### src/hw/rtl/mcfe_pkg.sv
// Shared constants, frame layout and CRC byte update for the drive command frame encoder.
package mcfe_pkg;

    localparam int ModeW  = 3;
    localparam int ByteW  = 8;
    localparam int IndexW = 4;
    localparam int CrcW   = 16;

    // Drive mode codes
    localparam logic [ModeW-1:0] MODE_FORWARD  = 3'd0;
    localparam logic [ModeW-1:0] MODE_BACKWARD = 3'd1;
    localparam logic [ModeW-1:0] MODE_LEFT     = 3'd2;
    localparam logic [ModeW-1:0] MODE_RIGHT    = 3'd3;

    // Frame byte positions
    localparam logic [IndexW-1:0] POS_HEADER = 4'd0;
    localparam logic [IndexW-1:0] POS_LENGTH = 4'd1;
    localparam logic [IndexW-1:0] POS_LEFT   = 4'd2;
    localparam logic [IndexW-1:0] POS_PAD0   = 4'd3;
    localparam logic [IndexW-1:0] POS_RIGHT  = 4'd4;
    localparam logic [IndexW-1:0] POS_PAD1   = 4'd5;
    localparam logic [IndexW-1:0] POS_FLAGS  = 4'd6;
    localparam logic [IndexW-1:0] POS_CRC_LO = 4'd7;
    localparam logic [IndexW-1:0] POS_CRC_HI = 4'd8;

    // Frame constants
    localparam logic [ByteW-1:0] FRAME_HEADER = 8'hFF;
    localparam logic [ByteW-1:0] FRAME_LENGTH = 8'd7;
    localparam logic [ByteW-1:0] FLAGS_FWD    = 8'd80;
    localparam logic [ByteW-1:0] FLAGS_BWD    = 8'd0;
    localparam logic [ByteW-1:0] FLAGS_LEFT   = 8'd64;
    localparam logic [ByteW-1:0] FLAGS_STOP   = 8'd16;

    localparam logic [CrcW-1:0] CRC_INIT = 16'hFFFF;
    localparam logic [CrcW-1:0] CRC_POLY = 16'hA001;

    // One byte of reflected CRC-16: eight shift-and-xor steps
    function automatic logic [CrcW-1:0] crc_update(input logic [CrcW-1:0] crc_in,
                                                   input logic [ByteW-1:0] data);
        logic [CrcW-1:0] c;
        c = crc_in ^ {{(CrcW-ByteW){1'b0}}, data};
        for (int i = 0; i < ByteW; i++)
        begin
            if (c[0])
            begin
                c = (c >> 1) ^ CRC_POLY;
            end
            else
            begin
                c = c >> 1;
            end
        end
        return c;
    endfunction

endpackage

### src/hw/rtl/motor_command_frame_encoder_top.sv
// Drive command frame encoder: one command in, nine frame bytes out with CRC-16.
//
//  channel | signals                              | beat carries
//  --------+--------------------------------------+-------------------------------
//  in      | in_valid, in_ready, mode, speed      | one drive command
//  out     | out_valid, out_ready, frame_byte,    | one frame byte, its position,
//          | byte_index, last                     | and end-of-frame mark
//
// Each command yields nine output beats, so the byte-wide output channel bounds
// the command rate.
// A one-entry input register takes the next command while the current frame is
// still draining, so frames leave back to back with no gap between them.
// The CRC is folded in one byte per output beat as bytes 1 to 6 go out, and is
// complete when the CRC low byte is due.
// Reset clears the valid flags and the byte position; payload holds no reset.
// A stall on out_ready holds the current byte; a full input register drops in_ready unless it loads the serializer.
module motor_command_frame_encoder_top
(
    input  logic                         clk,
    input  logic                         rst_n,
    input  logic                         in_valid,
    output logic                         in_ready,
    input  logic [mcfe_pkg::ModeW-1:0]   mode,
    input  logic [mcfe_pkg::ByteW-1:0]   speed,
    output logic                         out_valid,
    input  logic                         out_ready,
    output logic [mcfe_pkg::ByteW-1:0]   frame_byte,
    output logic [mcfe_pkg::IndexW-1:0]  byte_index,
    output logic                         last
);
    import mcfe_pkg::*;

    // input holding register
    logic              cmd_valid_reg, cmd_valid_next;
    logic [ModeW-1:0]  mode_reg;
    logic [ByteW-1:0]  speed_reg;

    // frame serializer
    logic              ser_valid_reg, ser_valid_next;
    logic [IndexW-1:0] idx_reg, idx_next;
    logic [ByteW-1:0]  lft_reg, lft_next;
    logic [ByteW-1:0]  rgt_reg, rgt_next;
    logic [ByteW-1:0]  flags_reg, flags_next;
    logic [CrcW-1:0]   crc_reg, crc_next;

    logic              in_beat;
    logic              out_beat;
    logic              frame_done;
    logic              load;
    logic [ByteW-1:0]  cur_byte;
    logic [ByteW-1:0]  dec_lft, dec_rgt, dec_flags;

    assign out_beat   = ser_valid_reg && out_ready;
    assign frame_done = out_beat && (idx_reg == POS_CRC_HI);
    // move the held command into the serializer when it is free or finishing
    assign load       = cmd_valid_reg && (!ser_valid_reg || frame_done);
    assign in_ready   = !cmd_valid_reg || load;
    assign in_beat    = in_valid && in_ready;

    // Mode decode; unknown codes fall to stop, which ignores speed
    always_comb
    begin
        dec_lft   = '0;
        dec_rgt   = '0;
        dec_flags = FLAGS_STOP;
        unique case (mode_reg)
            MODE_FORWARD:
            begin
                dec_lft   = speed_reg;
                dec_rgt   = speed_reg;
                dec_flags = FLAGS_FWD;
            end
            MODE_BACKWARD:
            begin
                dec_lft   = speed_reg;
                dec_rgt   = speed_reg;
                dec_flags = FLAGS_BWD;
            end
            MODE_LEFT:
            begin
                dec_rgt   = speed_reg;
                dec_flags = FLAGS_LEFT;
            end
            MODE_RIGHT:
            begin
                dec_lft   = speed_reg;
                dec_flags = FLAGS_STOP;
            end
            default:
            begin
                dec_lft   = '0;
                dec_rgt   = '0;
                dec_flags = FLAGS_STOP;
            end
        endcase
    end

    // Select the byte at the current position
    always_comb
    begin
        case (idx_reg)
            POS_HEADER: cur_byte = FRAME_HEADER;
            POS_LENGTH: cur_byte = FRAME_LENGTH;
            POS_LEFT:   cur_byte = lft_reg;
            POS_PAD0:   cur_byte = '0;
            POS_RIGHT:  cur_byte = rgt_reg;
            POS_PAD1:   cur_byte = '0;
            POS_FLAGS:  cur_byte = flags_reg;
            POS_CRC_LO: cur_byte = crc_reg[ByteW-1:0];
            POS_CRC_HI: cur_byte = crc_reg[CrcW-1:ByteW];
            default:    cur_byte = '0;
        endcase
    end

    always_comb
    begin
        cmd_valid_next = cmd_valid_reg;
        ser_valid_next = ser_valid_reg;
        idx_next       = idx_reg;
        lft_next       = lft_reg;
        rgt_next       = rgt_reg;
        flags_next     = flags_reg;
        crc_next       = crc_reg;

        if (load)
        begin
            cmd_valid_next = 1'b0;
        end
        if (in_beat)
        begin
            cmd_valid_next = 1'b1;
        end

        if (load)
        begin
            ser_valid_next = 1'b1;
            idx_next       = POS_HEADER;
            lft_next       = dec_lft;
            rgt_next       = dec_rgt;
            flags_next     = dec_flags;
            crc_next       = CRC_INIT;
        end
        else if (frame_done)
        begin
            ser_valid_next = 1'b0;
        end
        else if (out_beat)
        begin
            idx_next = idx_reg + 1'b1;
            // fold bytes 1 to 6 into the CRC as they leave
            if (idx_reg >= POS_LENGTH && idx_reg <= POS_FLAGS)
            begin
                crc_next = crc_update(crc_reg, cur_byte);
            end
        end
    end

    always_ff @(posedge clk or negedge rst_n)
    begin
        if (!rst_n)
        begin
            cmd_valid_reg <= 1'b0;
            ser_valid_reg <= 1'b0;
            idx_reg       <= POS_HEADER;
        end
        else
        begin
            cmd_valid_reg <= cmd_valid_next;
            ser_valid_reg <= ser_valid_next;
            idx_reg       <= idx_next;
        end
    end

    always_ff @(posedge clk)
    begin
        if (in_beat)
        begin
            mode_reg  <= mode;
            speed_reg <= speed;
        end
        lft_reg   <= lft_next;
        rgt_reg   <= rgt_next;
        flags_reg <= flags_next;
        crc_reg   <= crc_next;
    end

    assign out_valid  = ser_valid_reg;
    assign frame_byte = cur_byte;
    assign byte_index = idx_reg;
    assign last       = (idx_reg == POS_CRC_HI);

endmodule
### config.mk
export PLATFORM = sky130hd
export DESIGN_NAME = motor_command_frame_encoder_top
export DESIGN_NICKNAME = d
export VERILOG_FILES = /design/src/hw/rtl/mcfe_pkg.sv /design/src/hw/rtl/motor_command_frame_encoder_top.sv
export SDC_FILE = /design/constraint.sdc
export NUM_CORES = 1
export LEC_CHECK = 0
export BUFFER_PORTS_ARGS = -buffer_cell sky130_fd_sc_hd__clkbuf_2
export CAP_MARGIN = 20
export CORE_ASPECT_RATIO = 1.1
export CORE_MARGIN = 5
export CORE_UTILIZATION = 50
export CTS_CLUSTER_SIZE = 30
export DETAILED_ROUTE_END_ITERATION = 12
export PLACE_DENSITY = 0.68
export REMOVE_ABC_BUFFERS = 1
export SLEW_MARGIN = 0
export SYNTH_ARGS = -nofsm -noshare
export SYNTH_HDL_FRONTEND = slang
export SYNTH_SLANG_ARGS = --single-unit
### constraint.sdc
create_clock -name clk -period 3.25 [get_ports clk]
set_input_delay 0.1625 -clock clk [delete_from_list [all_inputs] [get_ports clk]]
set_output_delay 0.1625 -clock clk [all_outputs]
set_load 0.05 [all_outputs]
==> results of run 1 <==
## cell usage after synthesis (3+ instances only)
cell	instances	area [sq um]
mux2i_1	8	80.1
nand2_1	30	113
dfrtp_1	6	150
nand3_1	3	15.0
clkbuf_1	3	11.3
xnor2_1	9	78.8
a22oi_1	3	22.5
a21o_1	3	22.5
o211ai_1	9	67.6
nand3b_1	3	22.5
o22ai_1	6	37.5
dfxtp_1	16	320
ha_1	4	50.1
xor2_1	4	35.0
a21oi_1	7	35.0
nor2_1	8	30.0
xnor3_1	4	90.1
nand2b_1	6	37.5
edfxtp_1	29	871
nor2b_1	5	31.3
inv_1	9	33.8
and2_1	18	113
## how the worst max path moves through the flow
stage	startpoint	endpoint	slack (ps)
6_report	byte_index[0]	crc_reg[14]	280
2_1_floorplan	byte_index[0]	crc_reg[14]	-370
5_1_grt	byte_index[1]	crc_reg[14]	80
3_3_place_gp	byte_index[0]	crc_reg[14]	400
3_5_place_dp	byte_index[0]	crc_reg[14]	340
4_1_cts	byte_index[0]	crc_reg[14]	310
## metal layers
metal  routed length [um]  up-vias  GRT usage, %
met5                    0        -             0
met4                   30        0          4.22
met3                  177        2          3.26
met2                 2280       37          25.6
met1                 2150      778          20.4
li1                     -      876             -
## per-stage QoR
step	setup slack, ps	TNS, ps	utilization [%]
after global routing	77.1	0	58.4
after floorplan	-365	-916	-
final	278	0	58.4
after detailed placement	336	0	56.5
after CTS	314	0	58.4
after global placement	401	0	56.5
## cell families after synthesis
group	count (synthesis)	synth area share [%]
AND/OR/NAND/NOR	82	16.7
flip-flops	51	51.4
AO/OA/AOI/OAI	42	12.0
XOR/XNOR	20	9.98
buffers and inverters	17	3.12
multiplexers	11	4.89
adder cells (fa/ha/maj)	4	1.92
## cell type report
type	count	area share [%]
multi-input cells	159	40.5
well taps	58	2.47
inverters	9	1.15
flip-flops and latches	51	45.6
clock buffers	6	2.47
clock inverters	2	0.553
repair buffers	36	7.23
## repair_timing
action	CTS	global route
endpoints found under the setup margin	0	0
hold endpoints to repair	6	0
hold buffers	1	0
==> run metrics, run 1 <==
die height 85.7 um; Final Setup Violations 0; Placed Cells about 310; r2r setup slk 280 ps; critical path endpoint category register; post-CTS setup buffers 0; Synth-to-Final Area Change 12.8%; Slew @ Worst Pin 644 ps; core area 5030 sq um; WHS 37.9 ps; Initial Utilization between 50% and 60%; Fillers 410; Max-Cap Viols 0; detailed placer's ending HPWL 3590 um; RSZ-0062 raised after global routing no; drt initial violations between 100 and 150; via/cell ratio 5.27; ys flop type edfxtp_1; share of cells above drive strength 1 between 20% and 30%; Hold Path Origin speed[0]; WP buf/inv 1; Ant. Diodes 0; Max FO, Critical Path 9; slowest CP cell dfrtp_1; first-pass GRT wire length 8040 um; Max clock buf depth 2; Async SR Flop Fraction 11.8%; DP Area 2840 sq um; gr usage total 15.3%; vias in the first global route between 1500 and 2000; post_cts resized 0; crit start category register; hold depth 1; RR Startpoint byte_index[0]; Critical Path RT 3440 ps; Die Span X approximately 79 um; Slew Limit Fails 0; kind of critical path register to register; crit share post-route 91.4%; Reg clk slew, reported paths 90 ps; status finished, final reports clean; initial antenna violation count 0; Final Skew 10.2 ps; CP max stage delay roughly 450 ps; Post-synth EDFFs 29; Post-Syn Area per Cell 11.5 sq um; Seq/Total Area, Yosys between 50% and 60%; post-route insts no fill 321; drt first pass iters 5; Congestion Overflow GR 0; DR vias 1693; H-tree depth 2; die area 6760 sq um; Cells after Synth 227; HP Class input port to register; synth warn 0; DR WL/cell 14.5 um; largest net degree at the start of global routing 29; WHS Endpoint speed_reg[0]; Crit path depth 9; post-synthesis cell area 2610 sq um; crit path cell chain inv_1, ha_1, nor2b_1, a221oi_2, mux2i_1, xor3_1, xor2_1, xnor3_1, o21a_1; upper clock frequency limit 0.336 GHz; FF+latch count, synth 51; CTS Buf Count 5; reg-to-reg endpoint crc_reg[14]; PortBufs 29; Cell Rows 27; Ports 30; Rel. slew slack 56.8%; post-route ant nets 0; most frequent cells in the layout nand2_1 (30), edfxtp_1 (29), clkbuf_2 (29), and2_1 (18), dfxtp_1 (16); commonest non-fill, non-tap cell in the layout nand2_1; Post-Route WL 4640 um; Final Hold Viols 0; # nets final 281; gate family responsible for the most delay along the worst path XOR/XNOR gates; CP arrival 3170 ps; Final Cell Area 2940 sq um; register area ~1300 sq um; FF-to-FF path depth 9; clock root buffer clkbuf_8; Final Wtd Congestion 0.922; clk_lat worst skew 300 ps; Clock Sinks between 50 and 60; Multi-input gate area 1190 sq um; number of flip-flops in the largest register 16; # DRC 0; CTS tree done; Final min period 2970 ps; synth unique cells 48
Power of run 1 is left out: the tool's default activity adds up to more than one toggle a clock period on the data nets, which glitch-free logic cannot reach.
==> inputs of run 2 (changes only) <==
- clock period: 3.25 -> 3.3 ns (I/O delays scaled with it)
==> run 2 against run 1 <==
Compared with the run above: register-to-register slack gained 80 ps; core utilization barely moved; cell count is 0.31% lower; highest routed layer unchanged.
==> run metrics, run 2 (synthesized netlist as in run 1, its figures left out) <==
post-route ant nets 0 (unchanged); gr usage total 14.7% (-0.65 points); CP arrival 3150 ps (-20 ps); Slew @ Worst Pin 672 ps (+27.6 ps); Max clock buf depth 2 (unchanged); crit share post-route 89.2% (-2.2 points); Final Setup Violations 0 (unchanged); Max FO, Critical Path 26 (+17); TNS Setup 0 ps (unchanged); Rel. slew slack 55.2% (-1.5 points); clk_lat worst skew 300 ps (about the same); Post-Route WL 4700 um (+1.3%); Final min period 2940 ps (-27.6 ps); drt first pass iters 4 (-1); critical path endpoint category register; Clock Sinks 51 (unchanged); kind of critical path register to register; share of cells above drive strength 1 20.2% (-0.30 points); clock root buffer clkbuf_8; crit start category register; initial antenna violation count 0 (unchanged); Die Span X 78.9 um (unchanged); Initial Utilization 51.8% (unchanged); detailed placer's ending HPWL 3620 um (+0.84%); Place WS 378 ps (+41.9 ps); Final Skew 9.35 ps (-0.856 ps); commonest non-fill, non-tap cell in the layout nand2_1; Congestion Overflow GR 0 (unchanged); post-route worst setup slack 355 ps (+77.6 ps); Slew Limit Fails 0 (unchanged); via/cell ratio 5.39 (+2.2%); Reg clk slew, reported paths 100 ps (about the same); HP Class input port to register; vias in the first global route 1636 (+0.62%); Final Wtd Congestion 0.877 (-4.9%); Critical Path RT 3500 ps (+60 ps); core area 5030 sq um (unchanged); most frequent cells in the layout nand2_1 (30), edfxtp_1 (29), clkbuf_2 (29), and2_1 (18), dfxtp_1 (16); CTS Buf Count 5 (unchanged); PortBufs 29 (unchanged); Synth-to-Final Area Change 12.9% (about the same); number of flip-flops in the largest register 16 (unchanged); Final Hold Viols 0 (unchanged); Max-Cap Viols 0 (unchanged); DR vias 1725 (+1.9%); H-tree depth 2 (unchanged); first-pass GRT wire length 7830 um (-2.6%); # DRC 0 (unchanged); status finished, final reports clean; die area 6760 sq um (unchanged); Cell Rows 27 (unchanged); DR WL/cell 14.7 um (+1.6%); # nets final 280 (-0.36%); upper clock frequency limit 0.340 GHz (+0.94%); RSZ-0062 raised after global routing no; largest net degree at the start of global routing 29 (unchanged); die height 85.7 um (unchanged); CTS tree done; fin util 58.5% (about the same); Ant. Diodes 0 (unchanged); drt initial violations 68 (-50%); Ports 30 (unchanged)
-- run 2: cell types whose count changed in the layout (fill, tap and decap cells not counted), sizes merged --
| cell | delta |
|---|---|
| buf | -1 |
| bufinv | +1 |
| clkbuf | -1 |
| clkinv | +1 |
| clkinvlp | -1 |
-- run 2: metal layers --
metal,GRT usage (%),part of all wire [%]
met4,2.81,1.1
met2,25.6,50
met5,0,0
met1,19.0,44
met3,3.26,5.0
-- run 2: final cells by class --
| cell class | count | area, sq um |
|---|---|---|
| fillers | 418 | 2090 |
| flip-flops and latches | 51 | 1340 |
| multi-input cells | 159 | 1190 |
| repair buffers | 35 | 193 |
| well taps | 58 | 72.6 |
| clock buffers | 5 | 68.8 |
| clock inverters | 3 | 42.5 |
| inverters | 9 | 33.8 |
-- run 2: metrics by stage --
stage,hold WS (ps),instance area (sq um),cells
6_report,39.0,2940,320
4_1_cts,33.3,2940,320
2_1_floorplan,-131,2560,219
3_3_place_gp,0.351,2820,311
5_1_grt,27.0,2940,320
3_5_place_dp,1.49,2820,311
-- run 2: worst paths after layout --
check	startpoint	end	slack, ps	cells past startpoint
setup / recovery	byte_index[2]	crc_reg[14]	360	7
hold / removal	speed[1]	speed_reg[1]	40	1
setup reg to reg	byte_index[2]	crc_reg[14]	360	7
hold reg to reg	crc_reg[12]	crc_reg[12]	490	2
max in group asynchronous	rst_n	byte_index[3]	2910	2
min in group asynchronous	rst_n	byte_index[0]	230	2
-- run 2: critical path: stages, from the launching register on --
cell and delay [ps]:
dfrtp_1 780, or2b_1 290, a221oi_2 310, mux2i_1 320, xor3_1 290, xor2_1 240
xnor3_1 430, o21a_1 170
-- run 2: what timing repair did --
item / in CTS / in global routing
resized for setup: 0 / 0
buffers inserted: 0 / 0
hold endpoints to repair: 6 / 0
hold buffers: 1 / 0
Power of run 2 is left out for the same reason.
